### src/rtl/mi_pkg.sv
package mi_pkg;

  localparam int MI_WIDTH = 16;
  localparam int CNT_W    = (MI_WIDTH > 1) ? $clog2(MI_WIDTH) : 1;
  localparam int PC_W     = 3;

  typedef struct packed {
    logic [MI_WIDTH-1:0] value;
    logic [MI_WIDTH-1:0] modulus;
  } mi_in_t;

  typedef enum logic [1:0] {
    ST_OK          = 2'd0,
    ST_NOT_COPRIME = 2'd1,
    ST_MOD_ZERO    = 2'd2
  } mi_status_t;

  typedef struct packed {
    logic [MI_WIDTH-1:0] inverse;
    logic [MI_WIDTH-1:0] common_divisor;
    mi_status_t          status;
  } mi_out_t;

  // Datapath operations driven by one control word
  typedef enum logic [2:0] {
    OP_NOP,
    OP_LOAD,
    OP_DIV_INIT,
    OP_DIV_STEP,
    OP_UPDATE,
    OP_FIX,
    OP_OUT
  } mi_op_t;

  // Jump conditions
  typedef enum logic [2:0] {
    JMP_NEVER,
    JMP_ALWAYS,
    JMP_IDLE,
    JMP_ZERO,
    JMP_COUNT
  } mi_cond_t;

  typedef struct packed {
    mi_op_t          op;
    mi_cond_t        cond;
    logic [PC_W-1:0] target;
  } mi_ctrl_t;

  // Step addresses of the program
  localparam logic [PC_W-1:0] PC_WAIT   = 3'd0;
  localparam logic [PC_W-1:0] PC_TEST   = 3'd1;
  localparam logic [PC_W-1:0] PC_DIV    = 3'd2;
  localparam logic [PC_W-1:0] PC_UPDATE = 3'd3;
  localparam logic [PC_W-1:0] PC_FIX    = 3'd4;
  localparam logic [PC_W-1:0] PC_OUT    = 3'd5;

  // Control store
  function automatic mi_ctrl_t mi_ucode(input logic [PC_W-1:0] pc);
    mi_ctrl_t w;
    case (pc)
      PC_WAIT:   w = '{op: OP_LOAD,     cond: JMP_IDLE,   target: PC_WAIT};
      PC_TEST:   w = '{op: OP_DIV_INIT, cond: JMP_ZERO,   target: PC_FIX};
      PC_DIV:    w = '{op: OP_DIV_STEP, cond: JMP_COUNT,  target: PC_DIV};
      PC_UPDATE: w = '{op: OP_UPDATE,   cond: JMP_ALWAYS, target: PC_TEST};
      PC_FIX:    w = '{op: OP_FIX,      cond: JMP_NEVER,  target: PC_WAIT};
      PC_OUT:    w = '{op: OP_OUT,      cond: JMP_ALWAYS, target: PC_WAIT};
      default:   w = '{op: OP_NOP,      cond: JMP_ALWAYS, target: PC_WAIT};
    endcase
    return w;
  endfunction

endpackage

### src/rtl/modular_inverse.sv
// Channel  | Signals              | Handshake
// ---------+----------------------+---------------------------------------------
// input    | start, busy, item    | transaction taken at an edge with start & !busy
// output   | done, result         | result valid for the single cycle done is high
//
// A transaction runs k Euclid steps (at most about 24 for 16-bit operands): each
// step is a setup step, a restoring division over all MI_WIDTH dividend bits and
// a step that rotates the remainder and coefficient registers; a fix step and an
// output step follow. The division loop repeats its DIV step once per dividend bit.
// Synchronous reset returns the program counter to the wait step and drops done.
// The receiver cannot stall; done is a one-cycle strobe.
module modular_inverse
  import mi_pkg::*;
(
  input  logic    clk,
  input  logic    rst,
  input  logic    start,
  input  mi_in_t  item,
  output logic    busy,
  output logic    done,
  output mi_out_t result
);

  // Sequencer
  logic [PC_W-1:0]  pc, pc_next;
  mi_ctrl_t         ctrl;
  logic             jump;

  // Datapath registers
  logic [MI_WIDTH-1:0] r_old, r_cur, s_old, s_cur, m;
  logic [MI_WIDTH-1:0] rem, quot, acc;
  logic [CNT_W-1:0]    cnt;
  logic                neg;

  // Division step signals
  logic [MI_WIDTH:0]   rem_sh;
  logic                ge;
  logic [MI_WIDTH:0]   rem_diff;
  logic [MI_WIDTH-1:0] acc_next;

  // Final correction and result forming
  logic [MI_WIDTH-1:0] inv_val;
  mi_status_t          st_val;

  assign ctrl = mi_ucode(pc);

  // Resolve the jump condition of the current control word
  always_comb begin
    case (ctrl.cond)
      JMP_NEVER:  jump = 1'b0;
      JMP_ALWAYS: jump = 1'b1;
      JMP_IDLE:   jump = !start;
      JMP_ZERO:   jump = (r_cur == '0);
      JMP_COUNT:  jump = (cnt != CNT_W'(MI_WIDTH - 1));
      default:    jump = 1'b1;
    endcase
  end

  // Next step: take the branch or advance
  always_comb begin
    if (jump) begin
      pc_next = ctrl.target;
    end else begin
      pc_next = pc + 1'b1;
    end
  end

  always_ff @(posedge clk) begin
    if (rst) begin
      pc <= PC_WAIT;
    end else begin
      pc <= pc_next;
    end
  end

  assign busy = (pc != PC_WAIT);

  // Restoring division: shift in one dividend bit, subtract when it fits;
  // fold the quotient bit into q*s_cur Horner-style, MSB first
  assign rem_sh   = {rem, quot[MI_WIDTH-1]};
  assign rem_diff = rem_sh - {1'b0, r_cur};
  assign ge       = (rem_sh >= {1'b0, r_cur});
  assign acc_next = {acc[MI_WIDTH-2:0], 1'b0} + (ge ? s_cur : '0);

  // Coefficient magnitude is already reduced; apply the alternating sign and form the status (zero modulus flagged)
  always_comb begin
    if (m == '0) begin
      inv_val = '0;
      st_val  = ST_MOD_ZERO;
    end else begin
      inv_val = (neg && (s_old != '0)) ? (m - s_old) : s_old;
      st_val  = (r_old == MI_WIDTH'(1)) ? ST_OK : ST_NOT_COPRIME;
    end
  end

  // Datapath
  always_ff @(posedge clk) begin
    case (ctrl.op)
      OP_LOAD: begin
        if (start) begin
          r_old <= item.value;
          r_cur <= item.modulus;
          m     <= item.modulus;
          s_old <= MI_WIDTH'(1);
          s_cur <= '0;
          neg   <= 1'b0;
        end
      end
      OP_DIV_INIT: begin
        rem  <= '0;
        quot <= r_old;
        acc  <= '0;
        cnt  <= '0;
      end
      OP_DIV_STEP: begin
        rem  <= ge ? rem_diff[MI_WIDTH-1:0] : rem_sh[MI_WIDTH-1:0];
        quot <= {quot[MI_WIDTH-2:0], 1'b0};
        acc  <= acc_next;
        cnt  <= cnt + 1'b1;
      end
      OP_UPDATE: begin
        // advance the remainder and coefficient sequences one step
        r_old <= r_cur;
        r_cur <= rem;
        s_old <= s_cur;
        s_cur <= s_old + acc;
        neg   <= !neg;
      end
      OP_FIX: begin
        // s_old never exceeds m, so one subtract reduces it
        if (s_old >= m) begin
          s_old <= s_old - m;
        end
      end
      OP_OUT: begin
        result.inverse        <= inv_val;
        result.common_divisor <= r_old;
        result.status         <= st_val;
      end
      default: begin
      end
    endcase
  end

  // One-cycle strobe for the finished transaction
  always_ff @(posedge clk) begin
    if (rst) begin
      done <= 1'b0;
    end else begin
      done <= (ctrl.op == OP_OUT);
    end
  end

endmodule

### config.mk
export PLATFORM = sky130hd
export DESIGN_NAME = modular_inverse
export DESIGN_NICKNAME = d
export VERILOG_FILES = /design/src/rtl/mi_pkg.sv /design/src/rtl/modular_inverse.sv
export SDC_FILE = /design/constraint.sdc
export NUM_CORES = 1
export LEC_CHECK = 0
export BUFFER_PORTS_ARGS = -buffer_cell sky130_fd_sc_hd__buf_2
export CORE_ASPECT_RATIO = 0.7
export CORE_MARGIN = 3
export CORE_UTILIZATION = 35
export CTS_BUF_LIST = sky130_fd_sc_hd__clkbuf_8
export CTS_CLUSTER_DIAMETER = 40
export DETAILED_ROUTE_END_ITERATION = 6
export HOLD_SLACK_MARGIN = 0.1
export PLACE_DENSITY = 0.58
export RECOVER_POWER = 100
export SETUP_SLACK_MARGIN = 0.02
export SKIP_CTS_REPAIR_TIMING = 1
export SLEW_MARGIN = 10
export SYNTH_ARGS = -nofsm -noshare
export SYNTH_HDL_FRONTEND = slang
export SYNTH_SLANG_ARGS = --single-unit
export TNS_END_PERCENT = 10
### constraint.sdc
create_clock -name clk -period 9.8 [get_ports clk]
set_clock_uncertainty 0.05 [all_clocks]
set_input_delay 1.96 -clock clk [delete_from_list [all_inputs] [get_ports clk]]
set_output_delay 1.96 -clock clk [all_outputs]
set_load 0.02 [all_outputs]
Word level (Yosys, flattened, before mapping)
Index checks and enable logic that the tools add are counted.
{"block": "totals", "reg_bits": 171, "in_bits": 35, "word_cells": 79}
{"block": "op_classes", "n_addsub": 7, "magnitude_cmp": 2, "eq_ne": 18, "mux": 22, "n_reduce_logical": 15}
{"op": "16-bit one-hot mux with 2 select lines", "n": 6}
{"op": "16-bit 2-to-1 mux", "n": 8}
{"op": "9-bit one-hot mux with 6 select lines", "n": 1}
{"op": "16-bit one-hot mux with 3 select lines", "n": 1}
{"op": "16-bit subtractor", "n": 3}
{"op": "16-bit adder", "n": 2}
{"op": "16-bit zero test", "n": 2}
{"op": "3-bit by 2-bit == test with 1-bit output (second input constant)", "n": 6}
{"op": "3-bit == test (second input constant)", "n": 6}
{"op": "17-bit by 16-bit greater-or-equal comparator with 1-bit output", "n": 1}
{"op": "16-bit by 1-bit == test with 1-bit output (second input constant)", "n": 1}
{"op": "16-bit greater-or-equal comparator", "n": 1}
{"op": "16-bit nonzero test", "n": 1}
{"op": "4-bit one-hot mux with 2 select lines", "n": 1}
{"op": "3-bit by 1-bit == test with 1-bit output (second input constant)", "n": 2}
{"op": "3-bit zero test", "n": 2}
{"op": "3-bit nonzero test", "n": 2}
{"op": "4-bit by 1-bit adder with 4-bit output (second input constant)", "n": 1}
{"op": "2-bit inequality test (second input constant)", "n": 2}
{"op": "4-bit inequality test (second input constant)", "n": 1}
{"op": "1-bit one-hot mux with 4 select lines", "n": 1}
{"op": "2-bit AND reduction", "n": 2}
{"op": "2-bit nonzero test", "n": 2}
{"op": "3-bit by 1-bit adder with 3-bit output (second input constant)", "n": 1}
{"op": "6 further kinds", "n": 8}

Depth between registers and ports, before layout
Gate-level depths: netlist of the first run.
{"block": "logic_depth", "depth_word": 5, "depth_mapped": 21, "mapped_depth_nobuf": 18}

Least setup slack after synthesis of the first run
No wires, ideal clock.
{"block": "synth_timing", "kind": "register -> register", "start": "register pc[0]", "end": "register acc[0] (enable)", "t_arrival_ns": 4.502, "required_ns": 9.224, "path_slack_ns": 4.722, "path_stages_with_launch": 5, "path_buffers": 1, "cell_sequence": "dfxtp_1 > ha_1 > ha_1 > clkbuf_1 > nor3_1"}
{"block": "synth_between", "elab_chain_len": 4}
{"element": "from (decl)", "line": "modular_inverse.sv:25", "source": "logic [PC_W-1:0] pc, pc_next;"}
{"element": "from (signal assigned)", "line": "modular_inverse.sv:72", "source": "pc <= pc_next;"}
{"element": "3-bit == test, or another cell as far along", "line": "mi_pkg.sv:61", "source": "case (pc)"}
{"element": "9-bit one-hot mux with 6 select lines *", "line": "mi_pkg.sv:61"}
{"element": "3-bit by 2-bit == test with 1-bit output", "line": "modular_inverse.sv:98", "source": "case (ctrl.op)"}
{"element": "2-bit nonzero test (no source line) *"}
{"element": "to (signal assigned)", "line": "modular_inverse.sv:118", "source": "acc <= acc_next;"}
{"element": "to (decl)", "line": "modular_inverse.sv:31", "source": "logic [MI_WIDTH-1:0] rem, quot, acc;"}
Mark *: on every way between the ends. The rest lies on a longest branch, timed or not.
A chain may end at the register's enable or synchronous reset.

Final worst setup path of the first run
{"block": "layout_timing", "start": "register rem[11]", "end": "register acc[14] (data pin)"}
{"block": "layout_between", "elab_chain_len": 4}
{"element": "from (decl)", "line": "modular_inverse.sv:31"}
{"element": "from (signal assigned)", "line": "modular_inverse.sv:116", "source": "rem <= ge ? rem_diff[MI_WIDTH-1:0] : rem_sh[MI_WIDTH-1:0];"}
{"element": "17-bit by 16-bit greater-or-equal comparator with 1-bit output", "line": "modular_inverse.sv:82", "source": "assign ge = (rem_sh >= {1'b0, r_cur});"}
{"element": "16-bit 2-to-1 mux", "line": "modular_inverse.sv:83", "source": "assign acc_next = {acc[MI_WIDTH-2:0], 1'b0} + (ge ? s_cur : '0);"}
{"element": "16-bit adder", "line": "modular_inverse.sv:83"}
{"element": "16-bit one-hot mux with 2 select lines", "line": "modular_inverse.sv:98"}
Every way passes these cells.

==> results of run 1 <==
## flip-flops by register name, indices dropped and copies added (netlist names), 4 cells and up
name / flops
r_cur: 16
quot: 16
r_old: 16
s_old: 16
acc: 16
result: 34
m: 16
s_cur: 16
cnt: 4
rem: 16
## placed cells by master, fill, tap and decap left out, types with 8 or more instances in the layout
cell / n
o21bai_1: 8
nand2b_1: 12
clkbuf_8: 17
xor2_1: 29
nor3_1: 19
nor2_1: 87
nand3_1: 19
nand2_1: 153
ha_1: 83
nor4_1: 18
edfxtp_1: 167
o21a_1: 16
o21ai_0: 67
nor2b_1: 15
xnor2_1: 23
a21oi_1: 65
a211oi_1: 8
buf_2: 17
and2_1: 15
a21o_1: 18
clkbuf_1: 60
inv_1: 69
## routing by layer
metal | vias up | share of wire, % | global-route usage [%]
met3 | 25 | 6.7 | 4.06
met5 | - | 0.048 | 0
li1 | 3848 | - | -
met4 | 2 | 1.2 | 3.79
met2 | 210 | 41 | 24.5
met1 | 3739 | 52 | 27.2
## worst max-delay path: stages (launching register included)
cell	delay, ns
edfxtp_1	0.43
ha_1	0.38
a21oi_1	0.27
o21a_1	0.20
a21oi_1	0.07
a2111oi_0	0.64
o21ai_0	0.57
clkbuf_1	0.63
and2_0	0.37
ha_1	0.32
a2111oi_0	0.40
o21ai_0	0.24
a41oi_1	0.40
o21ai_0	0.15
a21oi_1	0.18
xor2_1	0.16
nor2_1	0.05
## power by group
| part | leakage (µW) | internal [µW] | switching [µW] |
|---|---|---|---|
| sequential | 0.00162 | 1190 | 188 |
| clock | 0.000208 | 200 | 329 |
| combinational | 0.00273 | 827 | 1350 |
## logic make-up after synthesis
group,count (synthesis),share of synthesized area [%]
AO/OA/AOI/OAI,239,14.4
XOR/XNOR,52,4.37
adder cells (fa/ha/maj),88,10.9
buffers and inverters,109,3.97
flip-flops,171,48.9
multiplexers,8,0.780
AND/OR/NAND/NOR,378,16.6
## final cells by class
class	instances	area [µm²]	share of cell area [%]
Inverter	69	259	2.26
Clock inverter	15	188	1.64
Clock buffer	17	234	2.04
Sequential cell	171	5090	44.4
Tap cell	378	473	4.12
Multi-Input combinational cell	765	4920	42.8
Timing Repair Buffer	77	310	2.70
## metrics by stage
step / cells / setup WS, ns / power (µW) / hold slack [ns] / area, µm²
after global placement: 1460 / 4.88 / 3520 / 0.434 / 11200
after detailed placement: 1460 / 4.82 / 3550 / 0.442 / 11200
after floorplan: 1045 / 4.72 / 2990 / 0.382 / 10400
after CTS: 1492 / 4.78 / 4090 / 0.461 / 11600
final: 1492 / 4.03 / 4090 / 0.456 / 11500
after global routing: 1492 / 3.62 / 4450 / 0.470 / 11500
## how the worst max path moves through the flow
| stage | cells after the start | start | endpoint | slack (ns) |
|---|---|---|---|---|
| after floorplan | 4 | pc[0]$_SDFF_PP0_ | acc[0]$_SDFFCE_PN0P_ | 4.72 |
| after global placement | 18 | r_cur[1]$_DFFE_PP_ | acc[15]$_SDFFCE_PN0P_ | 4.88 |
| after detailed placement | 18 | r_cur[1]$_DFFE_PP_ | acc[15]$_SDFFCE_PN0P_ | 4.82 |
| after CTS | 17 | rem[11]$_SDFFCE_PN0P_ | acc[15]$_SDFFCE_PN0P_ | 4.78 |
| after global routing | 17 | r_cur[12]$_DFFE_PP_ | acc[14]$_SDFFCE_PN0P_ | 3.62 |
| final | 16 | rem[11]$_SDFFCE_PN0P_ | acc[14]$_SDFFCE_PN0P_ | 4.03 |
==> flow_metrics.tcl, run 1 <==
set metrics [dict create \
    status "finished with violations" \
    violations "max-capacitance violations, max-slew violations" \
    cts.clk_slew.worst_paths_ns 0.12 \
    cp-start-kind "flip-flop" \
    ys_seq_area_share_pct 48.9 \
    drt-total-wl_um 27200 \
    yosysWarnings 0 \
    syn_area_mm2 0.0104 \
    r2r-end "acc[14]$_SDFFCE_PN0P_" \
    synth_top_area_cell "edfxtp_1" \
    synth-async-reset-ratio_pct 0 \
    die_height_um 150 \
    yosysMostFrequentCell "edfxtp_1" \
    synth-main-ff-cell "edfxtp_1" \
    period_needed_ns 5.77 \
    std_cell_rows 52 \
    antenna_found_initial 2 \
    timing.rr.start "rem[11]$_SDFFCE_PN0P_" \
    synthTopCellsByArea "edfxtp_1 48%, ha_1 10%, nand2_1 5.5%" \
    synth_edf_count 167 \
    tightest_slew_ns 3.32 \
    rrSetupSlack_ns 4.03 \
    crit_required_ns 9.98 \
    period_share_pct 58.9 \
    slew_headroom_pct -122 \
    dieArea_mm2 0.0319 \
    holdCritPathClass "flip-flop to flip-flop" \
    r2r_cells 16 \
    start_util_pct 35.9 \
    cp-end-kind "flip-flop" \
    ir_worst_vdd_v 0.000142 \
    grt_setup_unrepaired "false" \
    grt_pass1_vias 7298 \
    maxCapViolCount 8 \
    drc_errors 0 \
    power.density_mw_per_mm2 356 \
    postSynthCellCount 1045 \
    htreeDepth 4 \
    gp_congestion 0.874 \
    cts-root-buf "clkbuf_8" \
    whs_path_depth 0 \
    syn-num-nets 1168 \
    final-setup-viol-count 0 \
    wl_per_cell_um 18.3 \
    drv_slew 292 \
    power.leakage_uw 0.00456 \
    clock_sinks 171 \
    fp.dieW_um 212 \
    critical_path_arrival_ns 5.95 \
    critPathMaxFanout 22 \
    critical_path_class "flip-flop to flip-flop" \
    insertion_delay_ns 0.48 \
    synthTopCellsByCount "167 x edfxtp_1, 153 x nand2_1, 87 x nor2_1" \
    utilization_pct 39.5 \
    numPortBuffers 70 \
    cts_made_buffers 17 \
    grt_max_degree 49 \
    clock_path_buffers 2 \
    hold_viol 0 \
    nFillCells 2889 \
    fmax_mhz 173 \
    syn_to_final_growth_pct 10.1 \
    vias 7824 \
    cts_tree "done" \
    ys_seq_elements 171 \
    drtIter0Drc 685 \
    core_area_mm2 0.0291 \
    viasPerCell 5.24 \
    detail-route-antenna-nets 0 \
    fin_nets 1224 \
    ys_types 61 \
    hp-start "r_old[1]$_DFFE_PP_" \
    whs_endpoint "result[3]$_DFFE_PP_" \
    synth_top_area_share_pct 48.1 \
    grt_util_all_layers_pct 17.5 \
    syn-mean-instance-area_um2 9.98 \
    overflow 0 \
    n_antenna_cell 0 \
    grt_pass1_wl_um 42500 \
    setup_tns_ns 0 \
    hpwl_um 20400 \
    drive_gt1_share_pct 5.03 \
    drt_pass1_iterations 5 \
    design.portCount 71 \
]
Note: power is estimated with default switching activity, not from simulation.
==> run 2: changes to the inputs <==
--- a/config.mk
+++ b/config.mk
@@ -5,6 +5,7 @@
 export SDC_FILE = /design/constraint.sdc
 export NUM_CORES = 1
 export LEC_CHECK = 0
+export ABC_AREA = 1
 export BUFFER_PORTS_ARGS = -buffer_cell sky130_fd_sc_hd__buf_2
 export CORE_ASPECT_RATIO = 0.7
 export CORE_MARGIN = 3
@@ -13,7 +14,7 @@
 export CTS_CLUSTER_DIAMETER = 40
 export DETAILED_ROUTE_END_ITERATION = 6
 export HOLD_SLACK_MARGIN = 0.1
-export PLACE_DENSITY = 0.58
+export PLACE_DENSITY = 0.6
 export RECOVER_POWER = 100
 export SETUP_SLACK_MARGIN = 0.02
 export SKIP_CTS_REPAIR_TIMING = 1
==> constraint.sdc (replaced) <==
create_clock -name clk -period 4.6 [get_ports clk]
set_clock_uncertainty 0.05 [all_clocks]
set_input_delay 0.92 -clock clk [delete_from_list [all_inputs] [get_ports clk]]
set_output_delay 0.92 -clock clk [all_outputs]
set_load 0.02 [all_outputs]
==> run 2 against run 1 <==
The flow now finishes without violations. Hold slack worse by 0.0052 ns. Sequential power grew 110%. Synthesized cell count is 22% higher. Clock power rose by 100%. Design area is 4.3% higher. Largest cell class unchanged. Combinational power is 130% higher. Core utilization down 0.23 points. Non-clock buffer count up 1. Critical path depth increased by 4.
==> flow_metrics.tcl, run 2 <==
set metrics [dict create \
    status "completed" \
    synth_edf_count 167 \
    drt_pass1_iterations 6 \
    detail-route-antenna-nets 0 \
    syn_area_mm2 0.0110 \
    start_util_pct 36.1 \
    rrSetupSlack_ns 0.70 \
    cp-start-kind "flip-flop" \
    slew_headroom_pct 6.49 \
    fin_nets 1469 \
    busiest_layer "met1" \
    maxCapViolCount 0 \
    synth_top_area_share_pct 45.5 \
    synthTopCellsByArea "edfxtp_1 46%, nand2_1 10%, ha_1 9.4%" \
    n_antenna_cell 0 \
    grt_setup_unrepaired "false" \
    syn-mean-instance-area_um2 8.61 \
    power_switching_uw 4530 \
    tightest_slew_ns 1.40 \
    antenna_found_initial 0 \
    clock_sinks 171 \
    critPathMaxFanout 35 \
    holdCritPathClass "flip-flop to flip-flop" \
    synth-async-reset-ratio_pct 0 \
    ys_seq_elements 171 \
    grtUsageMet3_pct 3.10 \
    clock_path_buffers 2 \
    htreeDepth 4 \
    std_cell_rows 53 \
    cts.clk_slew.worst_paths_ns 0.10 \
    vias 8986 \
    syn-num-nets 1403 \
    regMostFlops "result" \
    viasPerCell 5.07 \
    power.leakage_uw 0.00515 \
    ir_worst_vdd_v 0.000225 \
    gp_congestion 0.956 \
    design.portCount 71 \
    synth-main-ff-cell "edfxtp_1" \
    hold_viol 0 \
    globalRouteMet2Util_pct 23.5 \
    grt_pass1_wl_um 47200 \
    grt_util_all_layers_pct 18.3 \
    critical_path_class "flip-flop to flip-flop" \
    dieArea_mm2 0.0337 \
    p_seq_share_pct 32.5 \
    yosysMostFrequentCell "nand2_1" \
    final-setup-viol-count 0 \
    crit_required_ns 4.79 \
    use_met1_pct 31.6 \
    fmax_mhz 256 \
    grt_pass1_vias 7970 \
    placed_cells 1739 \
    syn_to_final_growth_pct 8.58 \
    overflow 0 \
    layout_common_cells "299 x nand2_1, 172 x inv_1, 167 x edfxtp_1" \
    ys_types 47 \
    nFillCells 3151 \
    fp.dieW_um 218 \
    internal_power_uw 4540 \
    period_share_pct 84.8 \
    drive_gt1_share_pct 6.62 \
    drtIter0Drc 1019 \
    netSwitchingFraction_pct 49.9 \
    final_cells 1771 \
    ys_seq_area_share_pct 46.2 \
    layout_commonest_cell "nand2_1" \
    setup_tns_ns 0 \
    cts_made_buffers 17 \
    postSynthCellCount 1280 \
    grt_max_degree 72 \
    yosysWarnings 0 \
    die_height_um 154 \
    period_needed_ns 3.90 \
    drc_errors 0 \
    insertion_delay_ns 0.48 \
    wl_per_cell_um 17.5 \
    core_area_mm2 0.0305 \
    cts-root-buf "clkbuf_8" \
    hpwl_um 24400 \
    cts_tree "done" \
    numPortBuffers 70 \
    synthTopCellsByCount "298 x nand2_1, 167 x edfxtp_1, 166 x inv_1" \
    cp-end-kind "flip-flop" \
    clkPwrFrac_pct 11.7 \
    drt-total-wl_um 30900 \
    power.density_mw_per_mm2 758 \
    drv_slew 0 \
    synth_top_area_cell "edfxtp_1" \
    combPwrFrac_pct 55.8 \
    critical_path_arrival_ns 4.09 \
    largest_reg_flops 34 \
]
-- run 2: changes by cell type after synthesis, sizes merged, moves of 25 or more --
cell   previous run  this run
nand3            19        44
o21ai            67       116
inv              69       175
nor2             87       127
nand2           153       306
a21oi            65       127
-- run 2: per-layer routing --
metal	part of all wire, %	vias to the layer above
li1	-	4451
met4	0.45	0
met3	7.2	9
met5	0	-
met1	55	4225
met2	37	301
-- run 2: kinds of logic after synthesis --
kind of cell / count (synthesis) / synth area share, %
adders and majority gates: 88 / 10.3
xor gates and xnor gates: 21 / 1.67
DFF: 171 / 46.2
AOI/OAI and AO/OA: 278 / 14.5
buffers and inverters: 209 / 7.86
and+or+nand+nor: 513 / 19.4
-- run 2: worst paths after layout --
kind | from | to | cells after the start
worst max-delay path | r_cur[12]$_DFFE_PP_ | acc[15]$_SDFFCE_PN0P_ | 20
worst min-delay path | r_old[14]$_DFFE_PP_ | result[16]$_DFFE_PP_ | 0
worst max register to register | r_cur[12]$_DFFE_PP_ | acc[15]$_SDFFCE_PN0P_ | 20
worst min register to register | r_old[14]$_DFFE_PP_ | result[16]$_DFFE_PP_ | 0
-- run 2: worst max-delay path, cell delays in order (launching register included) --
cell,delay (ns)
edfxtp_1,0.42
inv_1,0.12
ha_1,0.31
a21oi_1,0.22
nand2_1,0.10
nand2_1,0.07
nand2_1,0.07
nor2_4,0.16
nand2_8,0.20
inv_1,0.39
nor2_1,0.09
ha_1,0.23
fa_1,0.41
nand3_1,0.10
nand2_1,0.12
nand3_1,0.10
nand2_1,0.08
nand3_1,0.08
nand4_1,0.11
a21oi_1,0.15
nor2_1,0.06
-- run 2: stage by stage --
stage                     setup slack [ns]  cell area, µm²  power, µW  utilization [%]  hold slack [ns]
after floorplan                     -0.529           11000       6790                -            0.376
after global placement                1.00           11800       8020             38.6            0.422
after detailed placement             0.885           11800       8060             38.6            0.427
after CTS                            0.861           12100       9140             39.8            0.451
after global routing                 0.308           12000       9890             39.2            0.464
final                                0.698           12000       9070             39.2            0.451
-- run 2: area by class of cell --
| type | instances | area [µm²] | share of cell area [%] |
|---|---|---|---|
| Clock inverter | 15 | 140 | 1.17 |
| Sequential cell | 171 | 5090 | 42.6 |
| Multi-Input combinational cell | 900 | 4990 | 41.7 |
| Clock buffer | 17 | 234 | 1.96 |
| Inverter | 178 | 668 | 5.58 |
| Tap cell | 412 | 515 | 4.31 |
| Timing Repair Buffer | 78 | 324 | 2.71 |
-- run 2: power groups by stage --
stage | registers [µW] | logic, µW | clock network, µW
2_1_floorplan | 2850 | 3950 | 0
3_3_place_gp | 2960 | 5060 | 0
3_5_place_dp | 2970 | 5090 | 0
4_1_cts | 2940 | 5120 | 1080
5_1_grt | 2990 | 5750 | 1140
6_report | 2950 | 5060 | 1060
==> run 3: changes to the inputs <==
--- a/config.mk
+++ b/config.mk
@@ -5,7 +5,7 @@
 export SDC_FILE = /design/constraint.sdc
 export NUM_CORES = 1
 export LEC_CHECK = 0
-export ABC_AREA = 1
+export ABC_AREA = 0
 export BUFFER_PORTS_ARGS = -buffer_cell sky130_fd_sc_hd__buf_2
 export CORE_ASPECT_RATIO = 0.7
 export CORE_MARGIN = 3
@@ -14,7 +14,7 @@
 export CTS_CLUSTER_DIAMETER = 40
 export DETAILED_ROUTE_END_ITERATION = 6
 export HOLD_SLACK_MARGIN = 0.1
-export PLACE_DENSITY = 0.6
+export PLACE_DENSITY = 0.58
 export RECOVER_POWER = 100
 export SETUP_SLACK_MARGIN = 0.02
 export SKIP_CTS_REPAIR_TIMING = 1
==> constraint.sdc (replaced) <==
create_clock -name clk -period 4.1 [get_ports clk]
set_clock_uncertainty 0.05 [all_clocks]
set_input_delay 0.82 -clock clk [delete_from_list [all_inputs] [get_ports clk]]
set_output_delay 0.82 -clock clk [all_outputs]
set_load 0.02 [all_outputs]
==> run 3 against run 2 <==
The run now ends with max-capacitance violations, max-slew violations, negative setup slack left. Non-clock buffer count grew 86. Highest routed layer unchanged. Flip-flop and latch count is the same. Die area shrank 5.2%. Critical path type unchanged. Largest cell class unchanged.
==> flow_metrics.tcl, run 3 (same netlist as run 1, synthesis figures left out) <==
set metrics [dict create \
    hold_ws_ns 0.452 \
    overflow 0 \
    grt_max_degree 50 \
    r2r_cells 18 \
    drt-total-wl_um 28300 \
    final-setup-viol-count 2 \
    vias 8219 \
    crit_required_ns 4.28 \
    start_util_pct 35.9 \
    period_needed_ns 4.24 \
    whs_path_depth 0 \
    cts-root-buf "clkbuf_8" \
    holdCritPathClass "flip-flop to flip-flop" \
    cts.clk_slew.worst_paths_ns 0.11 \
    htreeDepth 4 \
    timing.rr.start "rem[5]$_SDFFCE_PN0P_" \
    drtIter0Drc 743 \
    largest_reg_flops 34 \
    cts_tree "done" \
    power_switching_uw 4650 \
    finalPower_uw 10400 \
    multiInputGateArea_mm2 0.00509 \
    grt_util_all_layers_pct 18.0 \
    nFillCells 2825 \
    drc_errors 0 \
    drive_gt1_share_pct 14.2 \
    cp_slowest_cell "or4_4" \
    die_height_um 150 \
    path_cells "ha_4 > nand3_1 > or4_4 > a21oi_4 > a2111oi_4 > buf_4 > o21ai_4 > buf_6 > and2_1 > ha_4 > a21o_1 > a211o_1 > o41ai_2 > buf_4 > o21a_1 > o2bb2ai_2 > nand3_1 > nor3b_2" \
    period_share_pct 104 \
    ir_worst_vdd_v 0.000390 \
    power.density_mw_per_mm2 849 \
    slew_headroom_pct -35.4 \
    design_area_mm2 0.0123 \
    dieArea_mm2 0.0319 \
    grt_pass1_vias 7767 \
    netSwitchingFraction_pct 44.6 \
    critPathMaxFanout 5 \
    combPwrFrac_pct 57.4 \
    whs_endpoint "result[3]$_DFFE_PP_" \
    hp-start "r_old[1]$_DFFE_PP_" \
    drt_pass1_iterations 5 \
    clock_sinks 171 \
    design.portCount 71 \
    setup_ws_ns -0.145 \
    r2r-end "acc[15]$_SDFFCE_PN0P_" \
    power.leakage_uw 0.00501 \
    insertion_delay_ns 0.49 \
    detail-route-antenna-nets 0 \
    p_seq_share_pct 31.0 \
    clkPwrFrac_pct 11.5 \
    cp-start-kind "flip-flop" \
    hold_viol 0 \
    status "finished with violations" \
    hpwl_um 21300 \
    ff_latch_area_mm2 0.00509 \
    wl_per_cell_um 17.9 \
    path_buf_inv 3 \
    maxCapViolCount 2 \
    violations "max-capacitance violations, max-slew violations, negative setup slack" \
    layout_common_cells "167 x edfxtp_1, 153 x nand2_1, 87 x nor2_1" \
    clock_path_buffers 2 \
    core_area_mm2 0.0291 \
    grt_setup_unrepaired "true" \
    cp_slowest_stage_delay_ns 0.56 \
    critical_path_class "flip-flop to flip-flop" \
    crit_start "rem[5]$_SDFFCE_PN0P_" \
    layout_commonest_cell "edfxtp_1" \
    syn_to_final_growth_pct 17.8 \
    fin_nets 1311 \
    regMostFlops "result" \
    numPortBuffers 70 \
    cp-end-kind "flip-flop" \
    critical_path_arrival_ns 4.43 \
    rrSetupSlack_ns -0.14 \
    viasPerCell 5.21 \
    utilization_pct 42.2 \
    tightest_slew_ns 2.02 \
    placed_cell_area_mm2 0.0118 \
    n_antenna_cell 0 \
    gp_congestion 0.898 \
    grt_pass1_wl_um 44100 \
    fp.dieW_um 212 \
    cts_made_buffers 17 \
    pre_cts_slack_ns -0.429 \
    antenna_found_initial 0 \
    std_cell_rows 52 \
    fmax_mhz 236 \
    drv_slew 50 \
    internal_power_uw 5780 \
    cp_top_family "compound AO/OA/AOI/OAI gates" \
]
[run 3: cell count changes in the layout (fill, tap and decap cells not counted), moves of 12 or more]
cell	change
xor2_1	+18
buf_4	+82
o21ai_0	-41
a21o_1	+13
nand2b_1	+12
nand2_1	-146
inv_1	-103
nor2_1	-34
and2_1	+20
nor2b_1	+13
a21oi_1	-52
xnor2_1	+13
o21a_1	+12
nand3_1	-23
[run 3: cell type report]
class | instances | share of cell area [%]
inverters | 69 | 2.11
well taps | 378 | 3.85
clock inverters | 15 | 1.22
clock buffers | 17 | 1.90
flip-flops and latches | 171 | 41.5
multi-input cells | 765 | 41.5
repair buffers | 164 | 7.99
[run 3: power groups by stage]
stage / clock network, µW / logic [µW] / registers (µW)
after floorplan: 0 / 4010 / 3130
after global placement: 0 / 5730 / 3240
after detailed placement: 0 / 5800 / 3260
after CTS: 1230 / 5860 / 3220
after global routing: 1300 / 6730 / 3300
final: 1200 / 5990 / 3240
[run 3: worst reg2reg max path, stage by stage (launching register included)]
cell	delay, ns
edfxtp_1	0.45
ha_4	0.30
nand3_1	0.11
or4_4	0.57
a21oi_4	0.19
a2111oi_4	0.05
buf_4	0.15
o21ai_4	0.08
buf_6	0.14
and2_1	0.17
ha_4	0.22
a21o_1	0.15
a211o_1	0.33
o41ai_2	0.34
buf_4	0.18
o21a_1	0.16
o2bb2ai_2	0.12
nand3_1	0.08
nor3b_2	0.16
[run 3: per-stage QoR]
stage	cells	setup TNS, ns
finish	1579	-0.248
global route	1579	-3.97
CTS	1577	-1.61
detailed placement	1545	-1.26
global placement	1545	-0.949
floorplan	1045	-1.27
[run 3: worst max-delay path by stage]
stage	end	slack, ns	cells after the start
floorplan	acc[15]$_SDFFCE_PN0P_	-0.49	20
global placement	acc[15]$_SDFFCE_PN0P_	-0.39	20
detailed placement	acc[15]$_SDFFCE_PN0P_	-0.43	20
CTS	acc[15]$_SDFFCE_PN0P_	-0.49	20
global route	acc[15]$_SDFFCE_PN0P_	-0.33	18
finish	acc[15]$_SDFFCE_PN0P_	-0.14	18
[run 3: metal layers]
metal / vias to the layer above / wire, µm / track usage (%)
met2: 222 / 11600 / 25.8
met5: - / 0 / 0
li1: 4033 / - / -
met1: 3949 / 14600 / 27.7
met3: 15 / 1880 / 3.73
met4: 0 / 267 / 4.22
